$ cat src/hw/rtl/shash_pkg.sv
// Shared types, constants and round functions for the SHA-256 byte stream hasher.
package shash_pkg;

  localparam int unsigned BLOCK_BITS = 512;
  localparam int unsigned FILL_W = 7;

  localparam logic [7:0] PAD_MARK = 8'h80;
  localparam logic [FILL_W-1:0] LEN_FILL = 7'd56;

  typedef logic [7:0][31:0] hash_t;
  typedef logic [BLOCK_BITS-1:0] block_t;

  typedef struct packed {
    logic start;
    logic init;
  } shash_ctl_t;

  localparam hash_t HASH_IV = {
    32'h5be0cd19, 32'h1f83d9ab, 32'h9b05688c, 32'h510e527f,
    32'ha54ff53a, 32'h3c6ef372, 32'hbb67ae85, 32'h6a09e667
  };

  localparam logic [31:0] ROUND_K [64] = '{
    32'h428a2f98, 32'h71374491, 32'hb5c0fbcf, 32'he9b5dba5,
    32'h3956c25b, 32'h59f111f1, 32'h923f82a4, 32'hab1c5ed5,
    32'hd807aa98, 32'h12835b01, 32'h243185be, 32'h550c7dc3,
    32'h72be5d74, 32'h80deb1fe, 32'h9bdc06a7, 32'hc19bf174,
    32'he49b69c1, 32'hefbe4786, 32'h0fc19dc6, 32'h240ca1cc,
    32'h2de92c6f, 32'h4a7484aa, 32'h5cb0a9dc, 32'h76f988da,
    32'h983e5152, 32'ha831c66d, 32'hb00327c8, 32'hbf597fc7,
    32'hc6e00bf3, 32'hd5a79147, 32'h06ca6351, 32'h14292967,
    32'h27b70a85, 32'h2e1b2138, 32'h4d2c6dfc, 32'h53380d13,
    32'h650a7354, 32'h766a0abb, 32'h81c2c92e, 32'h92722c85,
    32'ha2bfe8a1, 32'ha81a664b, 32'hc24b8b70, 32'hc76c51a3,
    32'hd192e819, 32'hd6990624, 32'hf40e3585, 32'h106aa070,
    32'h19a4c116, 32'h1e376c08, 32'h2748774c, 32'h34b0bcb5,
    32'h391c0cb3, 32'h4ed8aa4a, 32'h5b9cca4f, 32'h682e6ff3,
    32'h748f82ee, 32'h78a5636f, 32'h84c87814, 32'h8cc70208,
    32'h90befffa, 32'ha4506ceb, 32'hbef9a3f7, 32'hc67178f2
  };

  function automatic logic [31:0] big_sig0(input logic [31:0] x);
    return {x[1:0], x[31:2]} ^ {x[12:0], x[31:13]} ^ {x[21:0], x[31:22]};
  endfunction

  function automatic logic [31:0] big_sig1(input logic [31:0] x);
    return {x[5:0], x[31:6]} ^ {x[10:0], x[31:11]} ^ {x[24:0], x[31:25]};
  endfunction

  function automatic logic [31:0] small_sig0(input logic [31:0] x);
    return {x[6:0], x[31:7]} ^ {x[17:0], x[31:18]} ^ {3'b000, x[31:3]};
  endfunction

  function automatic logic [31:0] small_sig1(input logic [31:0] x);
    return {x[16:0], x[31:17]} ^ {x[18:0], x[31:19]} ^ {10'b0, x[31:10]};
  endfunction

endpackage

$ cat src/hw/rtl/shash_core.sv
// SHA-256 compression unit: one round per cycle over a shifting message schedule.
module shash_core import shash_pkg::*; (
  input  logic       clk,
  input  logic       rst_n,
  input  shash_ctl_t ctl_i,
  input  block_t     block_i,
  output logic       done_o,
  output hash_t      hash_o
);

  typedef enum logic [1:0] {C_IDLE, C_ROUND, C_ADD} core_state_t;

  core_state_t       state_r;
  hash_t             h_r;
  hash_t             v_r;
  logic [15:0][31:0] w_r;
  logic [5:0]        rnd_r;

  logic [31:0] t1;
  logic [31:0] t2;
  logic [31:0] w_new;

  always_comb begin
    t1 = v_r[7] + big_sig1(v_r[4]) + ((v_r[4] & v_r[5]) ^ (~v_r[4] & v_r[6]))
       + ROUND_K[rnd_r] + w_r[0];
    t2 = big_sig0(v_r[0]) + ((v_r[0] & v_r[1]) ^ (v_r[0] & v_r[2]) ^ (v_r[1] & v_r[2]));
    w_new = small_sig1(w_r[14]) + w_r[9] + small_sig0(w_r[1]) + w_r[0];
  end

  always_ff @(posedge clk) begin
    if (!rst_n) begin
      state_r <= C_IDLE;
      h_r     <= HASH_IV;
      rnd_r   <= '0;
    end else begin
      unique case (state_r)
        C_IDLE: begin
          if (ctl_i.init) begin
            h_r <= HASH_IV;
          end else if (ctl_i.start) begin
            for (int i = 0; i < 16; i++) begin
              w_r[i] <= block_i[BLOCK_BITS-1-32*i -: 32];
            end
            v_r     <= h_r;
            rnd_r   <= '0;
            state_r <= C_ROUND;
          end
        end
        C_ROUND: begin
          for (int i = 0; i < 15; i++) begin
            w_r[i] <= w_r[i+1];
          end
          w_r[15] <= w_new;
          v_r[0]  <= t1 + t2;
          v_r[1]  <= v_r[0];
          v_r[2]  <= v_r[1];
          v_r[3]  <= v_r[2];
          v_r[4]  <= v_r[3] + t1;
          v_r[5]  <= v_r[4];
          v_r[6]  <= v_r[5];
          v_r[7]  <= v_r[6];
          rnd_r   <= rnd_r + 6'd1;
          if (rnd_r == 6'd63) begin
            state_r <= C_ADD;
          end
        end
        C_ADD: begin
          for (int j = 0; j < 8; j++) begin
            h_r[j] <= h_r[j] + v_r[j];
          end
          state_r <= C_IDLE;
        end
        default: begin
          state_r <= C_IDLE;
        end
      endcase
    end
  end

  assign done_o = (state_r == C_ADD);
  assign hash_o = h_r;

endmodule

$ cat src/hw/rtl/sha256_byte_stream_hasher_unit.sv
// Top level of the SHA-256 byte stream hasher: byte buffering, padding and digest output.
//
// Channel   Direction  Payload                                     Handshake
// in_       input      data_byte[8], has_byte, end_of_message      in_valid / in_stall
// out_      output     digest_word[32], word_index[3], last_word   out_valid / out_stall
//
// An item that does not complete a 64-byte block is taken without stalling the input.
// An item that completes a block stalls the input while the shared compression unit loads
// the block, runs its rounds and adds the result into the hash, and during the handoff.
// The final item adds the padding bytes (marker, zero bytes, 64-bit length) and one or two
// compressions, then the eight digest words come out one per cycle when out_stall is low.
// Reset is synchronous; afterwards the block accepts a transaction at once.
module sha256_byte_stream_hasher_unit import shash_pkg::*; (
  input  logic        clk,
  input  logic        rst_n,
  input  logic        in_valid,
  output logic        in_stall,
  input  logic [7:0]  in_data_byte,
  input  logic        in_has_byte,
  input  logic        in_end_of_message,
  output logic        out_valid,
  input  logic        out_stall,
  output logic [31:0] out_digest_word,
  output logic [2:0]  out_word_index,
  output logic        out_last_word
);

  typedef enum logic [2:0] {
    ST_IDLE, ST_MARK, ST_ZERO, ST_LEN, ST_START, ST_WAIT, ST_OUT
  } state_t;

  state_t            state_r;
  state_t            state_nxt;
  state_t            ret_r;
  state_t            ret_nxt;
  logic [FILL_W-1:0] fill_r;
  logic [FILL_W-1:0] fill_inc;
  logic [63:0]       bits_r;
  logic [7:0][7:0]   len_bytes;
  block_t            block_r;
  logic [2:0]        idx_r;
  logic              push_en;
  logic [7:0]        push_byte;
  logic              push_full;
  logic              out_done;
  logic              core_done;
  hash_t             hash;
  shash_ctl_t        ctl;

  assign fill_inc  = fill_r + 7'd1;
  assign len_bytes = bits_r;
  assign push_full = push_en && fill_inc[FILL_W-1];
  assign out_done  = (state_r == ST_OUT) && !out_stall && (idx_r == 3'd7);

  always_comb begin
    push_en   = 1'b0;
    push_byte = 8'h00;
    state_nxt = state_r;
    ret_nxt   = ret_r;
    unique case (state_r)
      ST_IDLE: begin
        push_en   = in_valid && in_has_byte;
        push_byte = in_data_byte;
        if (in_valid && in_end_of_message) begin
          state_nxt = ST_MARK;
        end
      end
      ST_MARK: begin
        push_en   = 1'b1;
        push_byte = PAD_MARK;
        state_nxt = ST_ZERO;
      end
      ST_ZERO: begin
        if (fill_r == LEN_FILL) begin
          state_nxt = ST_LEN;
        end else begin
          push_en = 1'b1;
        end
      end
      ST_LEN: begin
        push_en   = 1'b1;
        push_byte = len_bytes[~fill_r[2:0]];
      end
      ST_START: begin
        state_nxt = ST_WAIT;
      end
      ST_WAIT: begin
        if (core_done) begin
          state_nxt = ret_r;
        end
      end
      ST_OUT: begin
        if (out_done) begin
          state_nxt = ST_IDLE;
        end
      end
      default: begin
        state_nxt = ST_IDLE;
      end
    endcase
    if (push_full) begin
      ret_nxt   = (state_r == ST_LEN) ? ST_OUT : state_nxt;
      state_nxt = ST_START;
    end
  end

  always_ff @(posedge clk) begin
    if (!rst_n) begin
      state_r <= ST_IDLE;
      ret_r   <= ST_IDLE;
      fill_r  <= '0;
      bits_r  <= '0;
      idx_r   <= '0;
    end else begin
      state_r <= state_nxt;
      ret_r   <= ret_nxt;
      if (push_en) begin
        block_r <= {block_r[BLOCK_BITS-9:0], push_byte};
        fill_r  <= push_full ? '0 : fill_inc;
      end
      if (state_r == ST_IDLE && in_valid && in_has_byte) begin
        bits_r <= bits_r + 64'd8;
      end
      if (state_r == ST_OUT && !out_stall) begin
        idx_r <= idx_r + 3'd1;
      end
      if (out_done) begin
        fill_r <= '0;
        bits_r <= '0;
      end
    end
  end

  assign ctl.start = (state_r == ST_START);
  assign ctl.init  = out_done;

  shash_core u_core (
    .clk     (clk),
    .rst_n   (rst_n),
    .ctl_i   (ctl),
    .block_i (block_r),
    .done_o  (core_done),
    .hash_o  (hash)
  );

  assign in_stall        = (state_r != ST_IDLE);
  assign out_valid       = (state_r == ST_OUT);
  assign out_digest_word = hash[idx_r];
  assign out_word_index  = idx_r;
  assign out_last_word   = (idx_r == 3'd7);

endmodule

$ cat config.mk
export PLATFORM = sky130hd
export DESIGN_NAME = sha256_byte_stream_hasher_unit
export DESIGN_NICKNAME = d
export VERILOG_FILES = /design/src/hw/rtl/shash_pkg.sv /design/src/hw/rtl/shash_core.sv /design/src/hw/rtl/sha256_byte_stream_hasher_unit.sv
export SDC_FILE = /design/constraint.sdc
export NUM_CORES = 2
export LEC_CHECK = 0
export BUFFER_PORTS_ARGS = -buffer_cell sky130_fd_sc_hd__buf_2
export CORE_MARGIN = 1.5
export CORE_UTILIZATION = 61
export CTS_CLUSTER_DIAMETER = 150
export CTS_CLUSTER_SIZE = 20
export DETAILED_ROUTE_END_ITERATION = 12
export PLACE_DENSITY = 0.84
export SYNTH_ARGS = -nofsm -noshare
export SYNTH_HDL_FRONTEND = slang
export SYNTH_HIERARCHICAL = 1
export SYNTH_SLANG_ARGS = --single-unit
$ cat constraint.sdc
create_clock -name clk -period 70.4 [get_ports clk]
set_input_delay 14.08 -clock clk [delete_from_list [all_inputs] [get_ports clk]]
set_output_delay 14.08 -clock clk [all_outputs]
set_load 0.02 [all_outputs]
==> metrics.txt <==
top cell type's share of synthesized area 42.4%; final setup skew 0.0775 ns; maximum fanout along the worst path 163; total routed wirelength 253 mm; GR Util met3 6.37%; Async SR Flop Fraction 0%; Starting Density 61.4%; worst endpoint data arrival time 19.33 ns; GP Congestion 0.986; core box area 148000 um2; Post-Syn Nets 9563; yosys warns 6; # setup viols final 0; die area 151000 um2; chip height 388 um; Largest stage delay, worst path 0.91 ns; Final Slew Violations 0; critical path buffer and inverter count 5; Slew HR 17.1%; worst-margin pin slew 1.23 ns; synthesis-stage register bit count 1621; Horiz. Die Dim 388 um; clock sinks 1621; Ports 52; Layout area overhead 4.73%; fin nets 9335; max-cap violations 0; initial drt markers 8396; Crit Path Class input pin to register; power per cell area 17.5 nW/um2; WL/cell 23.6 um; first-pass GRT wire length 385 mm; Netlist cell types 98; clock root cell clkbuf_16; Max clock buf depth 3; fillers 11300; setup TNS 0 ns; EDFF count, synth 1280; synthesized area per cell 10.1 um2; cell area after layout 94900 um2; register share of total power 63.9%; status completed; placed cell count 10600; H-tree depth reported by CTS 3; Hold Crit Start block_r[73]$_DFFE_PP_; Num CTS Buffers 91; DP HPWL 179 mm; Final ANT Viol Nets 0; share of cells above drive strength 1 4.76%; Design Power 1.66 mW; vias per inst 6.31; routed via count 67700; hold slack 0.427 ns; 1st-pass router iterations 6; crit-path cells buf_2 > nand2_1 > a221oi_2 > and2_4 > buf_12 > buf_4 > buf_4 > buf_4; Post-CTS Setup Bufs 0; Post-Layout Cell Count 10700; switching share of power 21.3%; met2 Track Usage GR 50.4%; leakage 37.5 nW; Worst setup SP type input pin; RR Startpoint u_core/rnd_r[0]$_SDFFE_PN0P_; All-Layer GR Usage 33.1%; GRT overflow 0; ys flop type edfxtp_1; Post-synth top cells nand2_1, edfxtp_1, inv_1, a21oi_1, clkbuf_1; Int Pwr 1.30 mW; Hold WC Path Type register to register; PostCTS Resize Cnt 0; Tmin final 19.01 ns; Fmax 52.6 MHz; DR DRC count 0; P_sw 0.352 mW; Placed Instance Area 92200 um2; clk slew on worst S/H paths 0.08 ns; Seq/Total Area, Yosys 50.0%; unrepaired setup endpoints after global routing false; CTS tree built; row count 141; largest net degree at the start of global routing 265; Gate power share 2.0%; synthesized area 90600 um2; Critical Path Source in_valid; Period Utilization, post-route 27.0%; delay-heaviest family, CP buffers and inverters; Slowest cell on crit path and2_4; Final Hold Fails 0; vias in the first global route 64600; Top Usage Layer GRT met2; initial antenna violation count 11; Port Buf Inserts 51; Worst-Skew Late Latency 0.76 ns; leading area contributor after synthesis edfxtp_1; VDD IR-drop max 27.9 uV; hold buffers post-CTS 0; met1 global-route usage 47.4%; Most Frequent Cell on Critical Path buf_4; Worst Path Required 70.72 ns; Crit. End Element register; Syn Inst Count 8959; most common cell in the netlist nand2_1; clock power share 34.1%; top post-synthesis cells by area edfxtp_1, nand2_1, dfxtp_1, ha_1, fa_1
worst paths after layout:
path                         endpoint  slack (ns)  cells past startpoint
min             block_r[81]$_DFFE_PP_        0.43                      0
max reg2reg  u_core/v_r[31]$_DFFE_PP_       58.87                     36
max            block_r[452]$_DFFE_PP_       51.39                      8
min reg2reg     block_r[81]$_DFFE_PP_        0.43                      0
per-stage QoR:
stage	setup WS, ns	util, %
6_report	51.39	64.3
5_1_grt	51.02	64.3
4_1_cts	51.43	64.3
3_5_place_dp	50.64	62.5
3_3_place_gp	50.94	62.5
2_1_floorplan	37.33	-
cells in the final DEF, fill, tap and decap left out, types with 91 or more instances in the layout:
| master | n |
|---|---|
| xor2_1 | 236 |
| xnor2_1 | 372 |
| o22ai_1 | 99 |
| ha_1 | 395 |
| nor2_1 | 314 |
| clkbuf_16 | 91 |
| nor2b_1 | 129 |
| fa_1 | 195 |
| dfxtp_1 | 334 |
| a21o_1 | 175 |
| edfxtp_1 | 1280 |
| o21ai_0 | 393 |
| inv_1 | 453 |
| a21oi_1 | 415 |
| nand2_1 | 2426 |
cell type report:
type	instances	area (um2)	share of cell area [%]
Timing Repair Buffer	117	807	0.851
Inverter	457	1720	1.81
Multi-Input combinational cell	6443	42000	44.3
Clock buffer	144	2480	2.61
Sequential cell	1621	45300	47.7
Clock inverter	8	184	0.194
Antenna cell	3	7.51	0.00791
Tap cell	1930	2410	2.54
routing by layer:
metal  share of wire [%]  routed length, um
met1                  40             102000
met2                  45             114000
met3                  11              27200
met4                 4.0              10200
met5               0.030                 76
kinds of logic (layout without fill, tap and decap cells):
logic type	Yosys count	after routing	synth area share, %
AOI/OAI and AO/OA	1683	1683	11.8
buffers and inverters	895	726	3.73
adders and majority gates	593	593	9.80
and+or+nand+nor	3385	3385	15.7
muxes	174	174	3.15
DFF	1621	1621	50.0
xor gates and xnor gates	608	608	5.88
other	0	3	0
registers in the layout, indices dropped and copies added (netlist names):
signal and count:
u_core/rnd_r 6, bits_r 61, out_word_index 3, state_r 3
u_core/w_r 512, block_r 512, u_core/v_r 256, u_core/state_r 2
u_core/hash_o 256, fill_r 7, ret_r 3
worst register-to-register path: cells and delay by family, from the launching register on:
| family | cells | cell delay, ns |
|---|---|---|
| xor+xnor | 3 | 0.60 |
| compound gates | 14 | 3.70 |
| flops | 1 | 0.33 |
| fa+ha+maj | 8 | 3.71 |
| simple gates | 5 | 1.59 |
| buf+inv | 6 | 1.33 |
power by group through the flow:
| stage | sequential, mW | clock, mW | combinational (mW) |
|---|---|---|---|
| 2_1_floorplan | 1.09 | 0 | 0.0233 |
| 3_3_place_gp | 1.08 | 0 | 0.0310 |
| 3_5_place_dp | 1.08 | 0 | 0.0328 |
| 4_1_cts | 1.06 | 0.571 | 0.0331 |
| 5_1_grt | 1.06 | 0.602 | 0.0371 |
| 6_report | 1.06 | 0.564 | 0.0332 |
Power figures use the tool's default switching activity.
